===== config.mk =====
export PLATFORM = sky130hd
export DESIGN_NAME = line_color_gradient_interp_top
export DESIGN_NICKNAME = d
export VERILOG_FILES = /design/src/hdl/lcgi_pkg.sv /design/src/hdl/line_color_gradient_interp_top.sv
export SDC_FILE = /design/constraint.sdc
export NUM_CORES = 2
export LEC_CHECK = 0
export BUFFER_PORTS_ARGS = -buffer_cell sky130_fd_sc_hd__clkbuf_2
export CAP_MARGIN = 40
export CORE_MARGIN = 3
export CORE_UTILIZATION = 50
export CTS_CLUSTER_DIAMETER = 200
export DETAILED_ROUTE_END_ITERATION = 8
export PLACE_DENSITY = 0.73
export SLEW_MARGIN = 25
export SYNTH_ARGS = -nofsm -noshare
export SYNTH_HDL_FRONTEND = slang
export SYNTH_SLANG_ARGS = --single-unit

===== constraint.sdc =====
create_clock -name clk -period 23.3 [get_ports clk]
set_clock_uncertainty 0.15 [all_clocks]
set_input_delay 4.66 -clock clk [delete_from_list [all_inputs] [get_ports clk]]
set_output_delay 4.66 -clock clk [all_outputs]
set_load 0.1 [all_outputs]

===== src/hdl/lcgi_pkg.sv =====
// ----------------------------------------------------------------------------
// lcgi_pkg
// Shared widths and types for the line color gradient interpolator.
// ----------------------------------------------------------------------------
package lcgi_pkg;

  // Coordinate width in bits. The offset and numerator widths follow from it.
  localparam int unsigned CW = 16;

  // Width of a color channel and of a packed RGB888 color.
  localparam int unsigned CHW = 8;
  localparam int unsigned COLW = 3 * CHW;

  // The signed offsets place and dist.
  localparam int unsigned OFW = CW + 1;

  // The signed numerator, and its magnitude.
  localparam int unsigned NSW = CW + 11;
  localparam int unsigned NUW = CW + 10;

  // Number of division stages. Each stage resolves two quotient bits.
  localparam int unsigned DIV_STAGES = CHW / 2;

  // Pipeline depth: decode, multiply, saturation check, then the divider.
  localparam int unsigned NSTAGE = 3 + DIV_STAGES;

  // One color channel on its way through the divider.
  typedef struct packed {
    logic            clr;  // quotient is negative, so the channel clamps to zero
    logic            sat;  // quotient is above the channel range
    logic [NUW-1:0]  rem;  // partial remainder
    logic [CHW-1:0]  q;    // quotient bits resolved so far
  } chan_div_t;

  // Everything an item carries through the divider stages.
  typedef struct packed {
    logic            byp;      // result is a fixed color
    logic [COLW-1:0] byp_col;  // that fixed color
    logic [CW-1:0]   dabs;     // magnitude of the distance
    chan_div_t [2:0] ch;       // red, green, blue
  } div_item_t;

endpackage


===== src/hdl/line_color_gradient_interp_top.sv =====
// ----------------------------------------------------------------------------
// line_color_gradient_interp_top
// Blends an RGB888 color between a line's start and end colors per pixel.
// ----------------------------------------------------------------------------
// The block takes one pixel per clock while the output is not stalled, and
// returns one color per pixel, in order. The pipeline has a decode stage, a
// multiply stage, a saturation check, and a four-stage restoring divider
// that resolves two quotient bits per stage. Each stage holds its item
// while the stage ahead of it is full and stalled, so bubbles are squeezed
// out and back-to-back throughput is one pixel per clock while the output
// is not stalled.
module line_color_gradient_interp_top (
  input  logic                        clk,
  input  logic                        rst_n,
  input  logic                        in_valid,
  output logic                        in_ready,
  input  logic [lcgi_pkg::COLW-1:0]   in_color_start,
  input  logic [lcgi_pkg::COLW-1:0]   in_color_end,
  input  logic signed [lcgi_pkg::CW-1:0] in_pos_x,
  input  logic signed [lcgi_pkg::CW-1:0] in_pos_y,
  input  logic signed [lcgi_pkg::CW-1:0] in_line_start_x,
  input  logic signed [lcgi_pkg::CW-1:0] in_line_start_y,
  input  logic signed [lcgi_pkg::CW-1:0] in_line_end_x,
  input  logic signed [lcgi_pkg::CW-1:0] in_line_end_y,
  input  logic signed [lcgi_pkg::CW-1:0] in_span_x,
  input  logic signed [lcgi_pkg::CW-1:0] in_span_y,
  output logic                        out_valid,
  input  logic                        out_ready,
  output logic [lcgi_pkg::COLW-1:0]   out_pixel_color
);
  import lcgi_pkg::*;

  // Stage valid bits and per-stage ready.
  logic [NSTAGE-1:0] v_r, v_nxt;
  logic [NSTAGE-1:0] rdy;

  // Decode stage registers.
  logic                   a_byp_r;
  logic [COLW-1:0]        a_byp_col_r;
  logic [COLW-1:0]        a_c0_r, a_c1_r;
  logic signed [OFW-1:0]  a_place_r, a_dist_r;

  // Multiply stage registers.
  logic                   b_byp_r;
  logic [COLW-1:0]        b_byp_col_r;
  logic [CW-1:0]          b_dabs_r;
  logic [2:0]             b_neg_r;
  logic [NUW-1:0]         b_nabs_r [3];

  // Saturation stage and divider stage registers.
  div_item_t              c_r;
  div_item_t              d_r [DIV_STAGES];

  // Stage handshake: a stage takes a new item when it is empty or moving on.
  always_comb begin
    rdy[NSTAGE-1] = !v_r[NSTAGE-1] || out_ready;
    for (int k = NSTAGE - 2; k >= 0; k--) begin
      rdy[k] = !v_r[k] || rdy[k+1];
    end
    v_nxt[0] = rdy[0] ? in_valid : v_r[0];
    for (int k = 1; k < NSTAGE; k++) begin
      if (rdy[k]) begin
        v_nxt[k] = v_r[k-1];
      end else begin
        v_nxt[k] = v_r[k];
      end
    end
  end

  assign in_ready = rdy[0];

  always_ff @(posedge clk) begin
    if (!rst_n) begin
      v_r <= '0;
    end else begin
      v_r <= v_nxt;
    end
  end

  // Decode: pick the major axis, form place and dist, flag fixed colors.
  logic signed [OFW-1:0] place_nxt, dist_nxt;
  logic                  byp_nxt;
  logic [COLW-1:0]       byp_col_nxt;

  always_comb begin
    if (in_span_x > in_span_y) begin
      place_nxt = OFW'(in_pos_x) - OFW'(in_line_start_x);
      dist_nxt  = OFW'(in_line_end_x) - OFW'(in_line_start_x);
    end else begin
      place_nxt = OFW'(in_pos_y) - OFW'(in_line_start_y);
      dist_nxt  = OFW'(in_line_end_y) - OFW'(in_line_start_y);
    end
    byp_nxt     = 1'b0;
    byp_col_nxt = in_color_end;
    if (in_color_start == in_color_end) begin
      byp_nxt     = 1'b1;
      byp_col_nxt = in_color_start;
    end else if (dist_nxt == '0) begin
      byp_nxt = 1'b1;
    end
  end

  always_ff @(posedge clk) begin
    if (rdy[0]) begin
      a_byp_r     <= byp_nxt;
      a_byp_col_r <= byp_col_nxt;
      a_c0_r      <= in_color_start;
      a_c1_r      <= in_color_end;
      a_place_r   <= place_nxt;
      a_dist_r    <= dist_nxt;
    end
  end

  // Multiply: numerator c0*(dist-place) + c1*place per channel, then the
  // sign of the quotient and the magnitudes of numerator and divisor.
  logic signed [OFW:0]    rest;
  logic signed [NSW-1:0]  num [3];
  logic [2:0]             neg_nxt;
  logic [NUW-1:0]         nabs_nxt [3];
  logic [CW-1:0]          dabs_nxt;

  always_comb begin
    rest = (OFW+1)'(a_dist_r) - (OFW+1)'(a_place_r);
    for (int c = 0; c < 3; c++) begin
      num[c] = NSW'($signed({1'b0, a_c0_r[c*CHW +: CHW]}) * rest)
             + NSW'($signed({1'b0, a_c1_r[c*CHW +: CHW]}) * a_place_r);
      neg_nxt[c]  = num[c][NSW-1] ^ a_dist_r[OFW-1];
      nabs_nxt[c] = num[c][NSW-1] ? NUW'(-num[c]) : NUW'(num[c]);
    end
    dabs_nxt = a_dist_r[OFW-1] ? CW'(-a_dist_r) : CW'(a_dist_r);
  end

  always_ff @(posedge clk) begin
    if (rdy[1]) begin
      b_byp_r     <= a_byp_r;
      b_byp_col_r <= a_byp_col_r;
      b_dabs_r    <= dabs_nxt;
      b_neg_r     <= neg_nxt;
      for (int c = 0; c < 3; c++) begin
        b_nabs_r[c] <= nabs_nxt[c];
      end
    end
  end

  // Saturation check: a quotient of 256 or more clamps to full scale.
  div_item_t c_nxt;

  always_comb begin
    c_nxt.byp     = b_byp_r;
    c_nxt.byp_col = b_byp_col_r;
    c_nxt.dabs    = b_dabs_r;
    for (int c = 0; c < 3; c++) begin
      c_nxt.ch[c].clr = b_neg_r[c];
      c_nxt.ch[c].sat = b_nabs_r[c] >= NUW'({b_dabs_r, {CHW{1'b0}}});
      c_nxt.ch[c].rem = b_nabs_r[c];
      c_nxt.ch[c].q   = '0;
    end
  end

  always_ff @(posedge clk) begin
    if (rdy[2]) begin
      c_r <= c_nxt;
    end
  end

  // Divider: each stage subtracts the shifted divisor for two quotient bits.
  div_item_t d_nxt [DIV_STAGES];

  always_comb begin
    for (int s = 0; s < DIV_STAGES; s++) begin
      d_nxt[s] = (s == 0) ? c_r : d_r[(s == 0) ? 0 : s - 1];
      for (int c = 0; c < 3; c++) begin
        for (int j = 0; j < 2; j++) begin
          if (d_nxt[s].ch[c].rem >=
              (NUW'(d_nxt[s].dabs) << (CHW - 1 - 2 * s - j))) begin
            d_nxt[s].ch[c].rem = d_nxt[s].ch[c].rem -
                                 (NUW'(d_nxt[s].dabs) << (CHW - 1 - 2 * s - j));
            d_nxt[s].ch[c].q[CHW - 1 - 2 * s - j] = 1'b1;
          end
        end
      end
    end
  end

  always_ff @(posedge clk) begin
    for (int s = 0; s < DIV_STAGES; s++) begin
      if (rdy[3 + s]) begin
        d_r[s] <= d_nxt[s];
      end
    end
  end

  // Output: fixed color, or per channel zero, full scale or the quotient.
  always_comb begin
    out_pixel_color = d_r[DIV_STAGES-1].byp_col;
    if (!d_r[DIV_STAGES-1].byp) begin
      for (int c = 0; c < 3; c++) begin
        priority if (d_r[DIV_STAGES-1].ch[c].clr) begin
          out_pixel_color[c*CHW +: CHW] = '0;
        end else if (d_r[DIV_STAGES-1].ch[c].sat) begin
          out_pixel_color[c*CHW +: CHW] = '1;
        end else begin
          out_pixel_color[c*CHW +: CHW] = d_r[DIV_STAGES-1].ch[c].q;
        end
      end
    end
  end

  assign out_valid = v_r[NSTAGE-1];

`ifndef SYNTHESIS
  // An unstalled output means every stage can move.
  a_ready_flow: assert property (@(posedge clk) disable iff (!rst_n)
    out_ready |-> in_ready)
    else $error("input stalled while output is free");

  // Reset empties the pipeline.
  a_reset_empty: assert property (@(posedge clk)
    !rst_n |=> !out_valid)
    else $error("output valid right after reset");

  // A stage only fills from the stage behind it.
  a_fill_order: assert property (@(posedge clk) disable iff (!rst_n)
    $rose(v_r[1]) |-> $past(v_r[0]))
    else $error("multiply stage filled without a decoded item");

  // A stalled output item does not vanish.
  a_hold_out: assert property (@(posedge clk) disable iff (!rst_n)
    out_valid && !out_ready |=> out_valid)
    else $error("stalled result lost");
`endif

endmodule


==> results.txt <==
- Counting every instance in the synthesized netlist gives 8909.
* Post-detail-place hpwl: 181000 um
- During I/O placement, the number of pins put on the boundary was 206.
* First-pass iteration count of the detailed router: 5
- Worst Slack Setup Final: 11.49 ns
- Net count after synthesis: 10734
* Total standard cell area after synthesis: 87000 sq um
- The final layout contains routed wiring with a total length of 223000 um.
- TritonCTS built the clock tree.
* Via count: 63427
- Relative slew slack: 42.1%
- Run status: complete, no violations
* Element type at the critical path end: output pin
* Worst-path clk slew: 0.06 ns
- The tool flagged a number of max-cap violations equal to 0.
- Leading cell types by total area after synthesis: sky130_fd_sc_hd__edfxtp_1, sky130_fd_sc_hd__fa_1, sky130_fd_sc_hd__ha_1, sky130_fd_sc_hd__inv_1, sky130_fd_sc_hd__and2_1
- Clock latency on the worst-skew pair, taken at its later pin, is 0.68 ns.
- For this run, design rule violations remaining after detail routing come to 0.
* Largest area contributor in the netlist: sky130_fd_sc_hd__edfxtp_1
- Die Span Y: 423 um
* Class of the tightest hold or removal check: reg2reg
- Final setup fails: 0
- Final hold viol count: 0
- Post-synthesis area per instance: 9.77 sq um
* Number of buffers added by the clock tree synthesis step: 88
* Final clock period utilization by the worst path: 50.7%
* Buffer levels on the longest clock path: 3
* Core Rows: 152
- The count of nets left with antenna violations once routing finished came out at 0.
* Sinks on the clock net: 827
* Routed WL per cell: 19.5 um
- Largest net degree at the start of global routing: 71
* Total core area: 172000 sq um
- Number of pins with negative max-slew slack in the final report: 0
- Antenna violations before repair: 11
- During synthesis, Yosys emitted a total of 0 warnings.
- PortBufs: 205
* Initial Util: 50.5%
- For this run, the top clock speed supported by timing is 84.7 MHz.
- Sequential fraction of the synthesis area: 28.5%
* Iter 0 DRT Violations: 3966
- Post-Route Setup TNS: 0 ns
* Buffer cell driving the clock tree root: sky130_fd_sc_hd__clkbuf_16
- The worst path needs 11.81 ns of the cycle, external delays included.
- Setup repair after global routing missed its margin: false
- Async S/R FF share, synth: 0%
- Final global-route overflow total: 0
- The setup path with the least slack is of type in2out.
- For this run, the share of the core covered by cells in the final layout is 54.5%.
- Placement Cell Area: 90800 sq um
- The synthesized netlist contains 103 unique library cells.
* Placer congestion estimate: 0.964
- CTS built an H-tree with a depth of 3.
- The startpoint identified for the worst register-to-register timing path is a_place_r[1].
* Worst Tran Pin Value: 0.857 ns
- Required time worst endpoint: 18.49 ns
- The most critical setup path has its startpoint at out_ready.
- Final design instance area without fill: 93900 sq um
- Die outline area: 179000 sq um
* Startpoint types: primary input
- The worst hold path begins at d_r[1][125].
- At the worst endpoint, the arrival time is 7.00 ns.
- At the placement stage, the worst setup path has a slack of 11.48 ns.
- After the last flow step, the layout net total stands at 10862.
- Total routing resource utilization after global routing: 25.0%
* Via count of the first global-routing pass: 65620
- Post-synth top area share: 28.3%
- Fraction of final layout cells sized beyond drive strength 1: 6.64%
- Among all flip-flop cells after synthesis, the most frequent one is sky130_fd_sc_hd__edfxtp_1.
- After synthesis the netlist holds a flip-flop and latch count of 827.
* Post-CTS Setup Inserts: 0
* Hold-fix buffers, CTS: 0
- Count of flip-flops with a built-in enable after synthesis: 820
* Horizontal die dimension: 423 um
* Count of fill cells added during filler insertion: 15014
* Largest fanout on the critical path: 27
- Post-CTS Resized: 0
* Global-route wire length before repair: 354000 um
- From synthesis to final layout, the design area changed by 7.86%.
- Dividing the detail-routed via count by the number of cells gives 5.55.
Yosys cell counts, types with 22 or more instances:
| library cell | instances |
|---|---|
| sky130_fd_sc_hd__inv_1 | 1412 |
| sky130_fd_sc_hd__xnor2_1 | 399 |
| sky130_fd_sc_hd__nor2b_1 | 146 |
| sky130_fd_sc_hd__nand3_1 | 100 |
| sky130_fd_sc_hd__nor2_1 | 453 |
| sky130_fd_sc_hd__and2_1 | 570 |
| sky130_fd_sc_hd__nand4_1 | 85 |
| sky130_fd_sc_hd__edfxtp_1 | 820 |
| sky130_fd_sc_hd__nand2b_1 | 99 |
| sky130_fd_sc_hd__mux2i_1 | 34 |
| sky130_fd_sc_hd__or3_1 | 38 |
| sky130_fd_sc_hd__a21oi_1 | 467 |
| sky130_fd_sc_hd__o21ai_0 | 337 |
| sky130_fd_sc_hd__or4_1 | 22 |
| sky130_fd_sc_hd__o21bai_1 | 41 |
| sky130_fd_sc_hd__a31oi_1 | 57 |
| sky130_fd_sc_hd__fa_1 | 827 |
| sky130_fd_sc_hd__a21boi_0 | 34 |
| sky130_fd_sc_hd__xor2_1 | 168 |
| sky130_fd_sc_hd__nor3_1 | 113 |
| sky130_fd_sc_hd__a21o_1 | 203 |
| sky130_fd_sc_hd__nor4_1 | 38 |
| sky130_fd_sc_hd__ha_1 | 818 |
| sky130_fd_sc_hd__o21a_1 | 89 |
| sky130_fd_sc_hd__mux2_2 | 95 |
| sky130_fd_sc_hd__and3_1 | 47 |
| sky130_fd_sc_hd__a211oi_1 | 41 |
| sky130_fd_sc_hd__nand2_1 | 680 |
| sky130_fd_sc_hd__clkbuf_1 | 239 |
| sky130_fd_sc_hd__o31ai_1 | 80 |
layout by cell type, fill, tap and decap left out, types with 95 or more instances in the layout:
master	count
sky130_fd_sc_hd__a21o_1	203
sky130_fd_sc_hd__a21oi_1	466
sky130_fd_sc_hd__and2_1	570
sky130_fd_sc_hd__clkbuf_2	205
sky130_fd_sc_hd__edfxtp_1	820
sky130_fd_sc_hd__fa_1	827
sky130_fd_sc_hd__ha_1	818
sky130_fd_sc_hd__inv_1	1408
sky130_fd_sc_hd__mux2_2	95
sky130_fd_sc_hd__nand2_1	677
sky130_fd_sc_hd__nand2b_1	99
sky130_fd_sc_hd__nand3_1	100
sky130_fd_sc_hd__nor2_1	453
sky130_fd_sc_hd__nor2b_1	146
sky130_fd_sc_hd__nor3_1	112
sky130_fd_sc_hd__o21ai_0	337
sky130_fd_sc_hd__xnor2_1	394
sky130_fd_sc_hd__xor2_1	168
through the flow:
stage	hold WS, ns	instances
after floorplan	0.250	8909
after global placement	0.252	11241
after detailed placement	0.255	11255
after CTS	0.249	11417
after global routing	0.262	11424
final	0.248	11426
kinds of logic after synthesis:
family | count (synthesis) | share of synthesized area (%)
AOI/OAI and AO/OA | 1547 | 11.3
muxes | 139 | 1.75
xor gates and xnor gates | 567 | 5.71
and+or+nand+nor | 2501 | 14.7
DFF | 827 | 28.5
adders and majority gates | 1645 | 30.8
buffers and inverters | 1683 | 7.30
worst paths after layout:
path                endpoint  slack [ns]  cells past startpoint
min reg2reg      d_r[2][125]        0.25                      0
max reg2reg  b_nabs_r[0][61]       12.64                     38
max                 in_ready       11.49                      7
min              d_r[2][125]        0.25                      0
flip-flops by register name, summed over array words and instances, names as in the netlist, 16 cells and up:
signal       cells
a_place_r       17
b_dabs_r        16
b_nabs_r        78
a_byp_col_r     24
a_dist_r        17
b_byp_col_r     24
a_c0_r          24
c_r            125
a_c1_r          24
d_r            466
layout make-up:
cell class / instances / area, sq um / share of cell area, %
diodes: 7 / 17.5 / 0.0187
clock buffers: 111 / 2360 / 2.52
flip-flops and latches: 827 / 24800 / 26.4
well taps: 2310 / 2890 / 3.08
repair buffers: 305 / 1920 / 2.05
multi-input cells: 6399 / 56000 / 59.7
clock inverters: 51 / 583 / 0.621
inverters: 1416 / 5330 / 5.67
routing by layer:
metal / global-route usage, % / vias up / wire (um)
met4: 16.8 / 4 / 17700
met3: 3.26 / 558 / 11200
met1: 29.9 / 30944 / 86800
li1: - / 30145 / -
met5: 0 / - / 31
met2: 42.4 / 1776 / 107000
worst max-delay path, cell delays in order:
cell and delay (ns):
sky130_fd_sc_hd__clkbuf_2 0.08, sky130_fd_sc_hd__nor2b_1 0.38, sky130_fd_sc_hd__and3_1 0.34, sky130_fd_sc_hd__and2_1 0.33, sky130_fd_sc_hd__and3_1 0.37, sky130_fd_sc_hd__nand2_4 0.27
sky130_fd_sc_hd__clkbuf_2 0.54
Power is not shown: default switching activity piles up to over one toggle a cycle in this logic, so the estimate is an artifact.
